**src/rtl/bls_pkg.sv**
```systemverilog
// ----------------------------------------------------------------------------
// bls_pkg
// Shared constants and types for the raster line stepper.
// ----------------------------------------------------------------------------
package bls_pkg;

  // Default coordinate width
  localparam int COORD_BITS_DEF = 10;

  // Transaction codes carried on the mode field
  localparam logic MODE_LOAD = 1'b0;
  localparam logic MODE_STEP = 1'b1;

  // Walk direction flags of a segment
  typedef struct packed {
    logic x_major;
    logic minor_down;
  } seg_flags_t;

endpackage

```
**src/rtl/bresenham_line_stepper.sv**
```systemverilog
// ----------------------------------------------------------------------------
// bresenham_line_stepper
// Raster line generator: one load transaction prepares a segment, each step
// transaction returns the next pixel of it.
// ----------------------------------------------------------------------------
// Usage
//   Input channel (in_valid/in_ready): mode selects load (MODE_LOAD) or step
//   (MODE_STEP). A load takes start and end points, yields no pixel and
//   replaces any segment in progress. A step yields one pixel while the
//   segment has pixels left, and nothing once it is finished.
//   Output channel (out_valid/out_ready): pixel_x, pixel_y and last_pixel,
//   which is high on the final pixel of the segment.
//   An accepted step's pixel appears on the output register in the cycle
//   after acceptance. Throughput is one transaction per cycle while the
//   output is not stalled: the segment state and the output register both
//   update in the cycle of acceptance, by a compare, subtract and add on the error term.
//   in_ready is high while the output register is empty or being taken, so
//   a stalled receiver holds the input off after one pixel is waiting.
//   Reset clears the segment state; no line is loaded and the output is empty.
// ----------------------------------------------------------------------------
module bresenham_line_stepper
  import bls_pkg::*;
#(
  parameter int COORD_BITS = COORD_BITS_DEF
) (
  input  logic                  clk,
  input  logic                  rst,
  input  logic                  in_valid,
  output logic                  in_ready,
  input  logic                  mode,
  input  logic [COORD_BITS-1:0] start_x,
  input  logic [COORD_BITS-1:0] start_y,
  input  logic [COORD_BITS-1:0] end_x,
  input  logic [COORD_BITS-1:0] end_y,
  output logic                  out_valid,
  input  logic                  out_ready,
  output logic [COORD_BITS-1:0] pixel_x,
  output logic [COORD_BITS-1:0] pixel_y,
  output logic                  last_pixel
);

  // Segment state
  logic [COORD_BITS-1:0]        walk_x;
  logic [COORD_BITS-1:0]        walk_y;
  logic signed [COORD_BITS+1:0] error_term;
  logic [COORD_BITS-1:0]        major_delta;
  logic [COORD_BITS-1:0]        minor_delta;
  logic [COORD_BITS:0]          steps_left;
  seg_flags_t                   flags;
  logic                         line_active;

  // Setup results
  logic [COORD_BITS-1:0]        ld_walk_x;
  logic [COORD_BITS-1:0]        ld_walk_y;
  logic [COORD_BITS-1:0]        ld_major;
  logic [COORD_BITS-1:0]        ld_minor;
  logic [COORD_BITS:0]          ld_steps;
  logic signed [COORD_BITS+1:0] ld_error;
  seg_flags_t                   ld_flags;

  // Step results
  logic [COORD_BITS-1:0]        walk_x_next;
  logic [COORD_BITS-1:0]        walk_y_next;
  logic [COORD_BITS:0]          steps_left_next;
  logic signed [COORD_BITS+1:0] error_term_next;
  logic                         last;

  logic accept;
  logic emit;

  bls_setup #(
    .COORD_BITS(COORD_BITS)
  ) u_setup (
    .start_x     (start_x),
    .start_y     (start_y),
    .end_x       (end_x),
    .end_y       (end_y),
    .walk_x      (ld_walk_x),
    .walk_y      (ld_walk_y),
    .major_delta (ld_major),
    .minor_delta (ld_minor),
    .steps_left  (ld_steps),
    .error_term  (ld_error),
    .flags       (ld_flags)
  );

  bls_advance #(
    .COORD_BITS(COORD_BITS)
  ) u_advance (
    .walk_x          (walk_x),
    .walk_y          (walk_y),
    .major_delta     (major_delta),
    .minor_delta     (minor_delta),
    .steps_left      (steps_left),
    .error_term      (error_term),
    .flags           (flags),
    .walk_x_next     (walk_x_next),
    .walk_y_next     (walk_y_next),
    .steps_left_next (steps_left_next),
    .error_term_next (error_term_next),
    .last            (last)
  );

  // Accept while the output register is free or draining
  assign in_ready = !out_valid || out_ready;
  assign accept   = in_valid && in_ready;
  assign emit     = accept && (mode == MODE_STEP) && line_active && (steps_left != '0);

  // Update the segment state on each accepted transaction
  always_ff @(posedge clk) begin
    if (rst) begin
      walk_x      <= '0;
      walk_y      <= '0;
      error_term  <= '0;
      major_delta <= '0;
      minor_delta <= '0;
      steps_left  <= '0;
      flags       <= '0;
      line_active <= 1'b0;
    end else if (accept) begin
      if (mode == MODE_LOAD) begin
        walk_x      <= ld_walk_x;
        walk_y      <= ld_walk_y;
        error_term  <= ld_error;
        major_delta <= ld_major;
        minor_delta <= ld_minor;
        steps_left  <= ld_steps;
        flags       <= ld_flags;
        line_active <= 1'b1;
      end else if (emit) begin
        steps_left <= steps_left_next;
        if (last) begin
          line_active <= 1'b0;
        end else begin
          walk_x     <= walk_x_next;
          walk_y     <= walk_y_next;
          error_term <= error_term_next;
        end
      end else begin
        line_active <= 1'b0;
      end
    end
  end

  // Hold the output valid until the receiver takes it
  always_ff @(posedge clk) begin
    if (rst) begin
      out_valid <= 1'b0;
    end else if (emit) begin
      out_valid <= 1'b1;
    end else if (out_ready) begin
      out_valid <= 1'b0;
    end
  end

  // Capture the pixel payload
  always_ff @(posedge clk) begin
    if (emit) begin
      pixel_x    <= walk_x;
      pixel_y    <= walk_y;
      last_pixel <= last;
    end
  end

endmodule

```
**src/rtl/bls_setup.sv**
```systemverilog
// ----------------------------------------------------------------------------
// bls_setup
// Segment setup: orders the endpoints along the major axis and derives the
// deltas, initial error term and pixel count of a new segment.
// ----------------------------------------------------------------------------
module bls_setup
  import bls_pkg::*;
#(
  parameter int COORD_BITS = COORD_BITS_DEF
) (
  input  logic [COORD_BITS-1:0]   start_x,
  input  logic [COORD_BITS-1:0]   start_y,
  input  logic [COORD_BITS-1:0]   end_x,
  input  logic [COORD_BITS-1:0]   end_y,
  output logic [COORD_BITS-1:0]   walk_x,
  output logic [COORD_BITS-1:0]   walk_y,
  output logic [COORD_BITS-1:0]   major_delta,
  output logic [COORD_BITS-1:0]   minor_delta,
  output logic [COORD_BITS:0]     steps_left,
  output logic signed [COORD_BITS+1:0] error_term,
  output seg_flags_t              flags
);

  logic [COORD_BITS-1:0] adx;
  logic [COORD_BITS-1:0] ady;
  logic [COORD_BITS-1:0] minor_raw;
  logic                  swap;
  logic                  aligned;

  // Absolute deltas on each axis
  assign adx = (start_x > end_x) ? (start_x - end_x) : (end_x - start_x);
  assign ady = (start_y > end_y) ? (start_y - end_y) : (end_y - start_y);

  // Pick the major axis; ties go to x
  assign flags.x_major = (adx >= ady);
  assign swap = flags.x_major ? (end_x < start_x) : (end_y < start_y);

  // Start from the endpoint with the lower major coordinate
  assign walk_x = swap ? end_x : start_x;
  assign walk_y = swap ? end_y : start_y;
  assign flags.minor_down = flags.x_major ?
                            (swap ? (start_y < end_y) : (end_y < start_y)) :
                            (swap ? (start_x < end_x) : (end_x < start_x));

  assign major_delta = flags.x_major ? adx : ady;
  assign minor_raw   = flags.x_major ? ady : adx;

  // Axis-aligned segments keep the minor axis still and draw both ends
  assign aligned     = (adx == '0) || (ady == '0);
  assign minor_delta = aligned ? '0 : minor_raw;
  assign steps_left  = {1'b0, major_delta} + {{COORD_BITS{1'b0}}, aligned};

  assign error_term = $signed({2'b00, minor_delta}) - $signed({2'b00, major_delta});

endmodule

```
**src/rtl/bls_advance.sv**
```systemverilog
// ----------------------------------------------------------------------------
// bls_advance
// Pixel step: advances the walk by one pixel along the major axis, steps the
// minor axis when the error term is positive, and counts down the pixels.
// ----------------------------------------------------------------------------
module bls_advance
  import bls_pkg::*;
#(
  parameter int COORD_BITS = COORD_BITS_DEF
) (
  input  logic [COORD_BITS-1:0]        walk_x,
  input  logic [COORD_BITS-1:0]        walk_y,
  input  logic [COORD_BITS-1:0]        major_delta,
  input  logic [COORD_BITS-1:0]        minor_delta,
  input  logic [COORD_BITS:0]          steps_left,
  input  logic signed [COORD_BITS+1:0] error_term,
  input  seg_flags_t                   flags,
  output logic [COORD_BITS-1:0]        walk_x_next,
  output logic [COORD_BITS-1:0]        walk_y_next,
  output logic [COORD_BITS:0]          steps_left_next,
  output logic signed [COORD_BITS+1:0] error_term_next,
  output logic                         last
);

  logic                        minor_step;
  logic [COORD_BITS-1:0]       minor_pos;
  logic [COORD_BITS-1:0]       minor_moved;
  logic signed [COORD_BITS+1:0] err_sub;

  // Count down the pixels still to give
  assign steps_left_next = steps_left - {{COORD_BITS{1'b0}}, 1'b1};
  assign last            = (steps_left_next == '0);

  // Step the minor axis while the error term is positive
  assign minor_step  = (error_term > 0);
  assign minor_pos   = flags.x_major ? walk_y : walk_x;
  assign minor_moved = !minor_step ? minor_pos :
                       flags.minor_down ? (minor_pos - {{(COORD_BITS-1){1'b0}}, 1'b1}) :
                                          (minor_pos + {{(COORD_BITS-1){1'b0}}, 1'b1});

  assign err_sub = minor_step ? (error_term - $signed({2'b00, major_delta})) : error_term;
  assign error_term_next = err_sub + $signed({2'b00, minor_delta});

  // Advance the major axis every pixel
  always_comb begin
    if (flags.x_major) begin
      walk_x_next = walk_x + {{(COORD_BITS-1){1'b0}}, 1'b1};
      walk_y_next = minor_moved;
    end else begin
      walk_x_next = minor_moved;
      walk_y_next = walk_y + {{(COORD_BITS-1){1'b0}}, 1'b1};
    end
  end

endmodule
```
**config.mk**
```make
export PLATFORM = sky130hd
export DESIGN_NAME = bresenham_line_stepper
export DESIGN_NICKNAME = d
export VERILOG_FILES = /design/src/rtl/bls_pkg.sv /design/src/rtl/bresenham_line_stepper.sv /design/src/rtl/bls_setup.sv /design/src/rtl/bls_advance.sv
export SDC_FILE = /design/constraint.sdc
export NUM_CORES = 1
export LEC_CHECK = 0
export BUFFER_PORTS_ARGS = -buffer_cell sky130_fd_sc_hd__buf_2
export CORE_MARGIN = 3
export CORE_UTILIZATION = 35
export CTS_CLUSTER_SIZE = 24
export DETAILED_ROUTE_END_ITERATION = 8
export PLACE_DENSITY = 0.55
export SYNTH_ARGS = -nofsm -noshare
export SYNTH_HDL_FRONTEND = slang
export SYNTH_HIERARCHICAL = 1
export SYNTH_SLANG_ARGS = --single-unit
```
**constraint.sdc**
```tcl
create_clock -name clk -period 9.1 [get_ports clk]
set_input_delay 1.82 -clock clk [delete_from_list [all_inputs] [get_ports clk]]
set_output_delay 1.82 -clock clk [all_outputs]
set_load 0.1 [all_outputs]
```
## Word level (Yosys, flattened, before mapping)

Index checks and enable logic that the tools add are counted.

| cells by class | value |
|---|---|
| reduce and logical (&&, ||, !) cells | 16 |
| bitwise gates (word level) | 1 |
| add/subtract/negate cells | 13 |
| multiplexer cells | 33 |
| equality and inequality tests | 3 |
| $lt $le $gt $ge | 8 |

Operators with widths:

| operator | number |
|---|---|
| $mux W10 | 18 |
| $mux W12 | 4 |
| $lt A10 B10 Y1 | 4 |
| $sub A10 B10 Y10 | 4 |
| $add A10 B1 Y10 const B | 3 |
| $mux W11 | 2 |
| $gt A10 B10 Y1 | 2 |
| $logic_not A10 Y1 | 2 |
| $add A12 B11 Y12 | 1 |
| $gt A12 B1 Y1 const B | 1 |
| $sub A12 B11 Y12 | 1 |
| $add A10 B1 Y11 | 1 |
| $logic_not A11 Y1 | 1 |
| $reduce_bool A11 Y1 | 1 |
| $sub A10 B10 Y11 | 1 |
| $sub A11 B1 Y11 const B | 1 |
| $ge A10 B10 Y1 | 1 |
| $sub A10 B1 Y10 const B | 1 |
| $mux W1 | 9 |
| $reduce_and A2 Y1 | 3 |
| $logic_and A1 B1 Y1 | 4 |
| $ne A3 B3 Y1 const B | 1 |
| $reduce_and A3 Y1 | 1 |
| $logic_or A1 B1 Y1 | 2 |
| 5 further kinds | 5 |

| word-level totals | value |
|---|---|
| output and inout bits | 23 |
| input port bits | 45 |
| bits in registers | 88 |
| logic and storage cells | 87 |

## Logic depth before layout (Yosys ltp)

Gate-level depths: netlist (run 1).

| depth | value |
|---|---|
| depth after elaboration | 8 |
| depth in mapped cells | 37 |
| mapped depth without buffers | 35 |

## Modules after synthesis

The synthesis (run 1) kept the hierarchy.

Modules (own cells, without submodules):

| module | area each (µm²) | seq. area each (µm²) | times used | cells each |
|---|---|---|---|---|
| bresenham_line_stepper | 3854.9 | 1971.9 | 1 | 337 |
| bls_setup | 3553.4 | 0.0 | 1 | 483 |
| bls_advance | 2327.2 | 0.0 | 1 | 350 |

## Least setup slack after synthesis (run 1)

No wires, ideal clock.

| timing | value |
|---|---|
| kind | input to register |
| start point | input port start_y[7] |
| end point | register error_term[11] |
| data required time | 9020 ps |
| slack | 1650 ps |
| buffers on the path | 4 |
| cell stages on the path | 35 |
| arrival | 7370 ps |
| path through | inv_1 ha_1 buf_4 nand4_2 o31a_1 o211a_4 nor2_8 mux2_2 a21oi_1 xnor2_1 inv_1 ha_1 nand4_1 nor2_1 nor2_1 o21ai_0 a21oi_4 buf_4 buf_2 mux2i_1 ha_1 fa_1 nor2b_1 o21ai_0 nand2b_1 and2_1 o21ai_0 nand2b_1 a21o_1 a21o_1 a21o_1 a21oi_1 buf_4 mux2i_1 a211oi_2 |

| on the way | value |
|---|---|
| elaborated cells between the ends (all ways) | 12 |
| those cells by class | 3 x add/sub; 2 x order compare; 5 x mux; 2 x reduce/logical |

RTL lines:

| item | line | source |
|---|---|---|
| start: declaration | bresenham_line_stepper.sv:32 | `input logic [COORD_BITS-1:0] start_y,` |
| $sub A10 B10 Y10 / $gt A10 B10 Y1 (equally long branches) | bls_setup.sv:32 | `assign ady = (start_y > end_y) ? (start_y - end_y) : (end_y - start_y);` |
| $mux W10 * | bls_setup.sv:32 |  |
| $ge A10 B10 Y1 | bls_setup.sv:35 | `assign flags.x_major = (adx >= ady);` |
| $mux W10 * | bls_setup.sv:45 | `assign major_delta = flags.x_major ? adx : ady;` |
| net ld_major[0] | bresenham_line_stepper.sv:55 | `logic [COORD_BITS-1:0] ld_major;` |
| $sub A10 B10 Y11 * | bls_setup.sv:53 | `assign error_term = $signed({2'b00, minor_delta}) - $signed({2'b00, major_delta});` |
| net ld_error[10] | bresenham_line_stepper.sv:58 | `logic signed [COORD_BITS+1:0] ld_error;` |
| $mux W12 * | bresenham_line_stepper.sv:121 | `if (mode == MODE_LOAD) begin` |
| end signal: assignment | bresenham_line_stepper.sv:124 | `error_term <= ld_error;` |
| end signal: assignment | bresenham_line_stepper.sv:137 | `error_term <= error_term_next;` |
| end: declaration | bresenham_line_stepper.sv:45 | `logic signed [COORD_BITS+1:0] error_term;` |

Mark *: on every way through the listed nets, which the timed path passes. The rest lies on a longest branch.
A chain may end at the register's enable or synchronous reset.

## Worst setup path after layout (run 1)

| timing | value |
|---|---|
| start point | input port start_y[0] |
| end point | register error_term[10] |

| on the way | value |
|---|---|
| longest elaborated chain between the ends | 7 |
| elaborated cells between the ends (all ways) | 12 |
| those cells by class | 3 x add/sub; 2 x order compare; 5 x mux; 2 x reduce/logical |

Ends and longest elaborated chain:

| item | line | source |
|---|---|---|
| $sub A10 B10 Y10 / $gt A10 B10 Y1 (equally long branches) | bls_setup.sv:32 |  |
| $mux W10 * | bls_setup.sv:32 |  |
| $ge A10 B10 Y1 / $logic_not A10 Y1 (equally long branches) | bls_setup.sv:35, bls_setup.sv:49 |  |
| $mux W10 / $logic_or A1 B1 Y1 (equally long branches) | bls_setup.sv:46, bls_setup.sv:49 |  |
| $mux W10 | bls_setup.sv:50 | `assign minor_delta = aligned ? '0 : minor_raw;` |
| $sub A10 B10 Y11 * | bls_setup.sv:53 |  |
| net ld_error[10] | bresenham_line_stepper.sv:58 |  |
| $mux W12 * | bresenham_line_stepper.sv:121 |  |

Marks and branches as above.

==> results of run 1 <==
## sequential cells by signal (all words and copies together) (netlist names)
register,cells
walk_y,10
major_delta,10
flags,2
steps_left,11
pixel_y,10
walk_x,10
last_pixel,1
error_term,12
line_active,1
pixel_x,10
minor_delta,10
out_valid,1
## metal layers
metal  vias up  wire length (um)  track usage
met4         0               523       0.0507
met2       215             12300        0.285
met3        35              1390       0.0209
li1       4303                 -            -
met1      4029             13700        0.264
met5         -                 0            0
## stage by stage
step	setup WS, ns	utilization	area (um2)
after floorplan	1.65	-	9740
after global placement	0.852	0.378	10300
after detailed placement	0.788	0.378	10300
after CTS	1.12	0.389	10600
after global routing	0.450	0.389	10600
final	1.02	0.389	10600
## synthesized netlist by cell type, drive strengths merged, types with 7 or more instances
master,count
xor2,30
ha,94
xnor2,34
a21o,28
fa,8
edfxtp,21
clkbuf,21
nand3,19
nand2,100
nor3,22
nor2,81
nand4,14
and3,12
o21ai,49
o21a,18
nor2b,22
inv,97
a211oi,98
nand2b,11
o31ai,7
nor4,8
o211ai,7
mux2,11
a31oi,8
mux2i,85
buf,42
dfxtp,67
a21oi,80
## worst paths after layout
path / startpoint / end / slack, ns / cells past startpoint
max: start_y[0] / error_term[10]$_SDFFE_PP0P_ / 1.02 / 33
min: major_delta[9]$_SDFFE_PP0P_ / major_delta[9]$_SDFFE_PP0P_ / 0.45 / 2
max reg2reg: error_term[10]$_SDFFE_PP0P_ / error_term[10]$_SDFFE_PP0P_ / 5.28 / 16
min reg2reg: major_delta[9]$_SDFFE_PP0P_ / major_delta[9]$_SDFFE_PP0P_ / 0.45 / 2
## power groups by stage
stage                     clock network, mW  logic (mW)  registers, mW
after CTS                             0.373        1.82          0.507
after global placement                    0        1.81          0.516
final                                 0.362        1.83          0.508
after detailed placement                  0        1.81          0.516
after floorplan                           0        1.42          0.498
after global routing                  0.385        2.02          0.515
## cell type report
type,instances,area (um2)
inverter,97,364
clock buffer,10,239
timing repair buffer,82,448
sequential,88,1970
antenna,1,2.50
fill,2853,16600
multi-input combinational,922,7020
clock inverter,6,50.0
tap,372,465
## kinds of logic (layout without fill, tap and decap cells)
kind of cell,count (synthesis),in the layout,share of synthesized area
fa+ha+maj,103,103,0.138
mux,96,96,0.102
buf+inv,160,195,0.0766
other cells,0,1,0
xor+xnor,64,64,0.0591
simple gates,318,318,0.166
compound gates,341,341,0.256
flops,88,88,0.203
## critical path: cells and delay by family
family / cells / cell delay [ns]
buf+inv: 5 / 0.44
compound gates: 14 / 3.24
xor+xnor: 1 / 0.20
mux: 2 / 0.61
fa+ha+maj: 4 / 1.30
simple gates: 7 / 0.75
==> flow_summary.json, run 1 <==
{
  "p_sw_frac": 0.493,
  "nets": 1347,
  "yosysWarningCount": 6,
  "clk-insertion-delay-late_ns": 0.35,
  "clkPwrFrac": 0.134,
  "dp_cells": 1561,
  "grt_remaining_overflow": 0,
  "status": "finished, final reports clean",
  "crit_fanout": 24,
  "antenna_found_initial": 0,
  "power_mw": 2.70,
  "path_common_cell": "inv_1",
  "io-pin-count": 68,
  "routed_wl_um": 28000,
  "firstDrtPassIters": 5,
  "ys_types": 85,
  "routed_via_density": 5.44,
  "die_h_um": 173,
  "synthFlopType": "dfxtp_1",
  "p_comb_frac": 0.678,
  "cts.reportedPaths.clkPinSlew_ns": 0.07,
  "die_area_um2": 29900,
  "crit_path_top_delay_cell": "a21oi_4",
  "dp_hpwl_um": 21400,
  "clockBufferDepth": 2,
  "htree_levels": 3,
  "seq_area_frac_synth": 0.203,
  "synth_fp_nets": 1317,
  "syn_inst": 1170,
  "synth_top_area_frac": 0.138,
  "start_kind": "primary input",
  "cp_data_arrival_time_ns": 8.35,
  "syn-cell-area_um2": 9740,
  "max_freq_ghz": 0.124,
  "vias": 8582,
  "synth_seq_cells": 88,
  "final_common_cell": "nand2_1",
  "drive_gt1_frac": 0.148,
  "gp_congestion": 0.902,
  "core-area_um2": 27200,
  "grt_start_max_net_pins": 68,
  "postCtsSetupBuffers": 0,
  "synthTopCellsByArea": "dfxtp_1 14%, ha_1 12%, mux2i_1 8.6%, edfxtp_1 6.5%, a211oi_1 5.2%",
  "area_growth_pct": 8.51,
  "worst_pin_slew_ns": 1.03,
  "cp_slowest_stage_delay_ns": 0.54,
  "path_class": "primary input to flip-flop",
  "instances_no_fill": 1578,
  "clockRootBuffer": "clkbuf_16",
  "wl_per_cell_um": 17.7,
  "cts-hold-fix-buffers": 0,
  "portBuffers": 67,
  "maxCapViolations": 0,
  "rsz0062_at_grt": "no",
  "final_antenna_net_count": 0,
  "hold_viol_final": 0,
  "min_path_type": "flip-flop to flip-flop",
  "worst-endpoint-required_ns": 9.37,
  "fin_skew_ns": 0.00756,
  "holdWs_ns": 0.452,
  "die_w_um": 173,
  "finalCritPeriodShare": 0.888,
  "end_kind": "flip-flop",
  "intPower_mw": 1.37,
  "num_rows": 60,
  "drtIter0Drc": 730,
  "start_util": 0.358,
  "yosys.area.top_type": "dfxtp_1",
  "drc": 0,
  "ir_worst_vdd_v": 0.000197,
  "cts_tree": "yes",
  "finalSetupViolCount": 0,
  "min_period_ns": 8.08,
  "final_max_slew_viol_count": 0,
  "async_flop_share": 0,
  "leakagePower_nw": 4.57,
  "p_seq_frac": 0.188,
  "cts_buffers": 9,
  "switching_power_mw": 1.33,
  "p_per_area_nw_per_um2": 255,
  "grt_usage": 0.182,
  "tns_ns": 0,
  "avgSynthCellArea_um2": 8.32,
  "grt_pass1_wl_um": 44300,
  "most-common-layout-cells": "99 x nand2_1, 96 x inv_1, 94 x ha_1, 84 x mux2i_1, 78 x nor2_1",
  "cts_repair_resize_count": 0,
  "cts_sinks": 88,
  "grt_pass1_vias": 8105,
  "synth-edff-count": 21,
  "timing.slew.headroom": 0.314
}
Note: power is estimated with default switching activity, not from simulation.
==> run 2, diff against run 1 <==
CORE_ASPECT_RATIO = 0.8   (was unset)
SYNTH_HIERARCHICAL = unset   (was 1)
==> run 2 against run 1 <==
  * Cell area is 8.1% lower
  * Clock skew is 0.0024 ns higher
  * Area after synthesis is 10% lower
  * Final cell count is 4.7% lower
  * Critical path depth is 1 lower
  * Combinational power is 9% lower
  * Total power is 4.4% lower
  * Setup slack worse by 0.26 ns
  * Routed wire length is 7.2% lower
  * Flip-flop and latch count stayed put
  * Register-to-register slack worse by 0.62 ns
  * Non-clock buffer count is 4 higher
  * Highest routed layer unchanged
==> flow_summary.json, run 2 <==
{
  "synth_fp_nets": 1280,
  "crit_path_top_delay_cell": "nand2_1",
  "htree_levels": 3,
  "path_class": "primary input to flip-flop",
  "grt_start_max_net_pins": 56,
  "ys_types": 78,
  "cp_data_arrival_time_ns": 8.53,
  "synth_seq_cells": 88,
  "async_flop_share": 0,
  "start_kind": "primary input",
  "routed_wl_um": 26000,
  "largest_reg_flops": 12,
  "tns_ns": 0,
  "most-common-layout-cells": "123 x nand2_1, 120 x a21oi_1, 94 x inv_1, 93 x ha_1, 91 x nor2_1",
  "path_common_cell": "a21o_1",
  "synth_top_area_frac": 0.154,
  "rsz0062_at_grt": "no",
  "yosysWarningCount": 0,
  "drive_gt1_frac": 0.115,
  "routed_via_density": 5.45,
  "r2r_cells": 16,
  "n_antenna_cell": 0,
  "die_h_um": 147,
  "syn_inst": 1134,
  "worst_r2r_endpoint": "error_term[10]$_SDFFE_PP0P_",
  "dp_hpwl_um": 20400,
  "largestRegisters": "error_term: 12 flops, steps_left: 11 flops",
  "final_common_cell": "nand2_1",
  "ir_worst_vdd_v": 0.000129,
  "synth-edff-count": 21,
  "yosysMostFrequentCell": "nand2_1",
  "instances_no_fill": 1504,
  "fin_skew_ns": 0.00999,
  "finalSetupViolCount": 0,
  "final_antenna_net_count": 0,
  "cts_repair_resize_count": 0,
  "yosys.area.top_type": "dfxtp_1",
  "dp_cells": 1488,
  "antenna_found_initial": 0,
  "wl_per_cell_um": 17.3,
  "clockRootBuffer": "clkbuf_16",
  "r2r_slack_ns": 4.66,
  "cts_sinks": 88,
  "grt_pass1_vias": 7394,
  "grt_usage": 0.189,
  "end_kind": "flip-flop",
  "max_freq_ghz": 0.120,
  "yosys-top-cells-count": "123 x nand2_1, 120 x a21oi_1, 94 x inv_1",
  "hold_viol_final": 0,
  "cts.reportedPaths.clkPinSlew_ns": 0.07,
  "firstDrtPassIters": 6,
  "clk-insertion-delay-late_ns": 0.35,
  "p_per_area_nw_per_um2": 266,
  "die_w_um": 183,
  "synthTopCellsByArea": "dfxtp_1 15%, ha_1 13%, edfxtp_1 7.2%, a21oi_1 6.9%, nand2_1 5.3%",
  "drtIter0Drc": 652,
  "core-area_um2": 24400,
  "io-pin-count": 68,
  "leakagePower_nw": 4.17,
  "finalCritPeriodShare": 0.917,
  "grt_pass1_wl_um": 40900,
  "timing.slew.headroom": 0.309,
  "seq_area_frac_synth": 0.226,
  "worst-endpoint-required_ns": 9.29,
  "postCtsSetupBuffers": 0,
  "die_area_um2": 26900,
  "final_max_slew_viol_count": 0,
  "clockBufferDepth": 2,
  "maxCapViolations": 0,
  "start_util": 0.357,
  "power_mw": 2.58,
  "cts-hold-fix-buffers": 0,
  "num_rows": 51,
  "min_period_ns": 8.34,
  "cts_tree": "yes",
  "area_growth_pct": 11.1,
  "cp_slowest_stage_delay_ns": 0.43,
  "cts_buffers": 9,
  "status": "finished, final reports clean",
  "hold_depth": 2,
  "nets": 1327,
  "crit_fanout": 12,
  "reg2reg_from": "error_term[1]$_SDFFE_PP0P_",
  "min_to": "major_delta[6]$_SDFFE_PP0P_",
  "drc": 0,
  "grt_remaining_overflow": 0,
  "avgSynthCellArea_um2": 7.70,
  "hp-start": "major_delta[6]$_SDFFE_PP0P_",
  "regMostFlops": "error_term",
  "synthFlopType": "dfxtp_1",
  "min_path_type": "flip-flop to flip-flop",
  "vias": 8196,
  "fillers": 2551,
  "worst_pin_slew_ns": 1.03,
  "portBuffers": 67,
  "syn-cell-area_um2": 8730,
  "gp_congestion": 0.902
}
==> run 2: where the power goes <==
part,switching (mW),total (mW),internal [mW]
Clock,0.178,0.404,0.226
Combinational,1.02,1.67,0.653
Sequential,0.0600,0.508,0.448
==> run 2: critical path, delay by kind of cell <==
| kind | cells | cell delay (ns) |
|---|---|---|
| AND/OR/NAND/NOR | 3 | 0.75 |
| XOR/XNOR | 1 | 0.18 |
| multiplexers | 2 | 0.70 |
| AO/OA/AOI/OAI | 17 | 3.27 |
| adder cells (fa/ha/maj) | 4 | 1.17 |
| buffers and inverters | 5 | 0.65 |
==> run 2: kinds of logic after synthesis <==
group                      synth area share
AOI/OAI and AO/OA                     0.257
and+or+nand+nor                       0.189
buffers and inverters                0.0684
adders and majority gates             0.152
DFF                                   0.226
xor gates and xnor gates             0.0582
muxes                                0.0502
==> run 2: worst max-delay path by stage <==
stage / endpoint / start / slack [ns] / cells past startpoint
final: error_term[9]$_SDFFE_PP0P_ / start_x[0] / 0.76 / 32
after global routing: error_term[9]$_SDFFE_PP0P_ / start_x[7] / 0.03 / 30
after CTS: error_term[9]$_SDFFE_PP0P_ / start_x[0] / 0.79 / 32
after detailed placement: error_term[9]$_SDFFE_PP0P_ / start_x[0] / 0.45 / 32
after global placement: error_term[9]$_SDFFE_PP0P_ / start_x[0] / 0.54 / 32
after floorplan: error_term[9]$_SDFFE_PP0P_ / start_x[0] / 0.85 / 35
==> run 2: layer usage <==
layer | routed length [um] | up-vias | part of all wire | global-route usage
met5 | 0 | - | 0 | 0
met4 | 193 | 0 | 0.0074 | 0.0301
met3 | 1560 | 15 | 0.060 | 0.0295
met2 | 10500 | 238 | 0.41 | 0.269
met1 | 13700 | 3779 | 0.53 | 0.302
li1 | - | 4164 | - | -
==> run 2: final cells by class <==
class	instances	area, um2	share of cell area
clock buffers	11	275	0.0284
clock inverters	5	50.0	0.00516
inverters	96	360	0.0371
multi-input cells	900	6170	0.636
flip-flops and latches	88	1970	0.203
well taps	318	398	0.0410
repair buffers	86	478	0.0493
==> run 2: through the flow <==
| step | setup slack (ns) | area [um2] | utilization | hold WS (ns) |
|---|---|---|---|---|
| 3_3_place_gp | 0.535 | 9380 | 0.384 | 0.447 |
| 2_1_floorplan | 0.849 | 8730 | - | 0.406 |
| 4_1_cts | 0.795 | 9700 | 0.397 | 0.458 |
| 5_1_grt | 0.0277 | 9700 | 0.397 | 0.475 |
| 3_5_place_dp | 0.447 | 9380 | 0.384 | 0.448 |
| 6_report | 0.759 | 9700 | 0.397 | 0.454 |
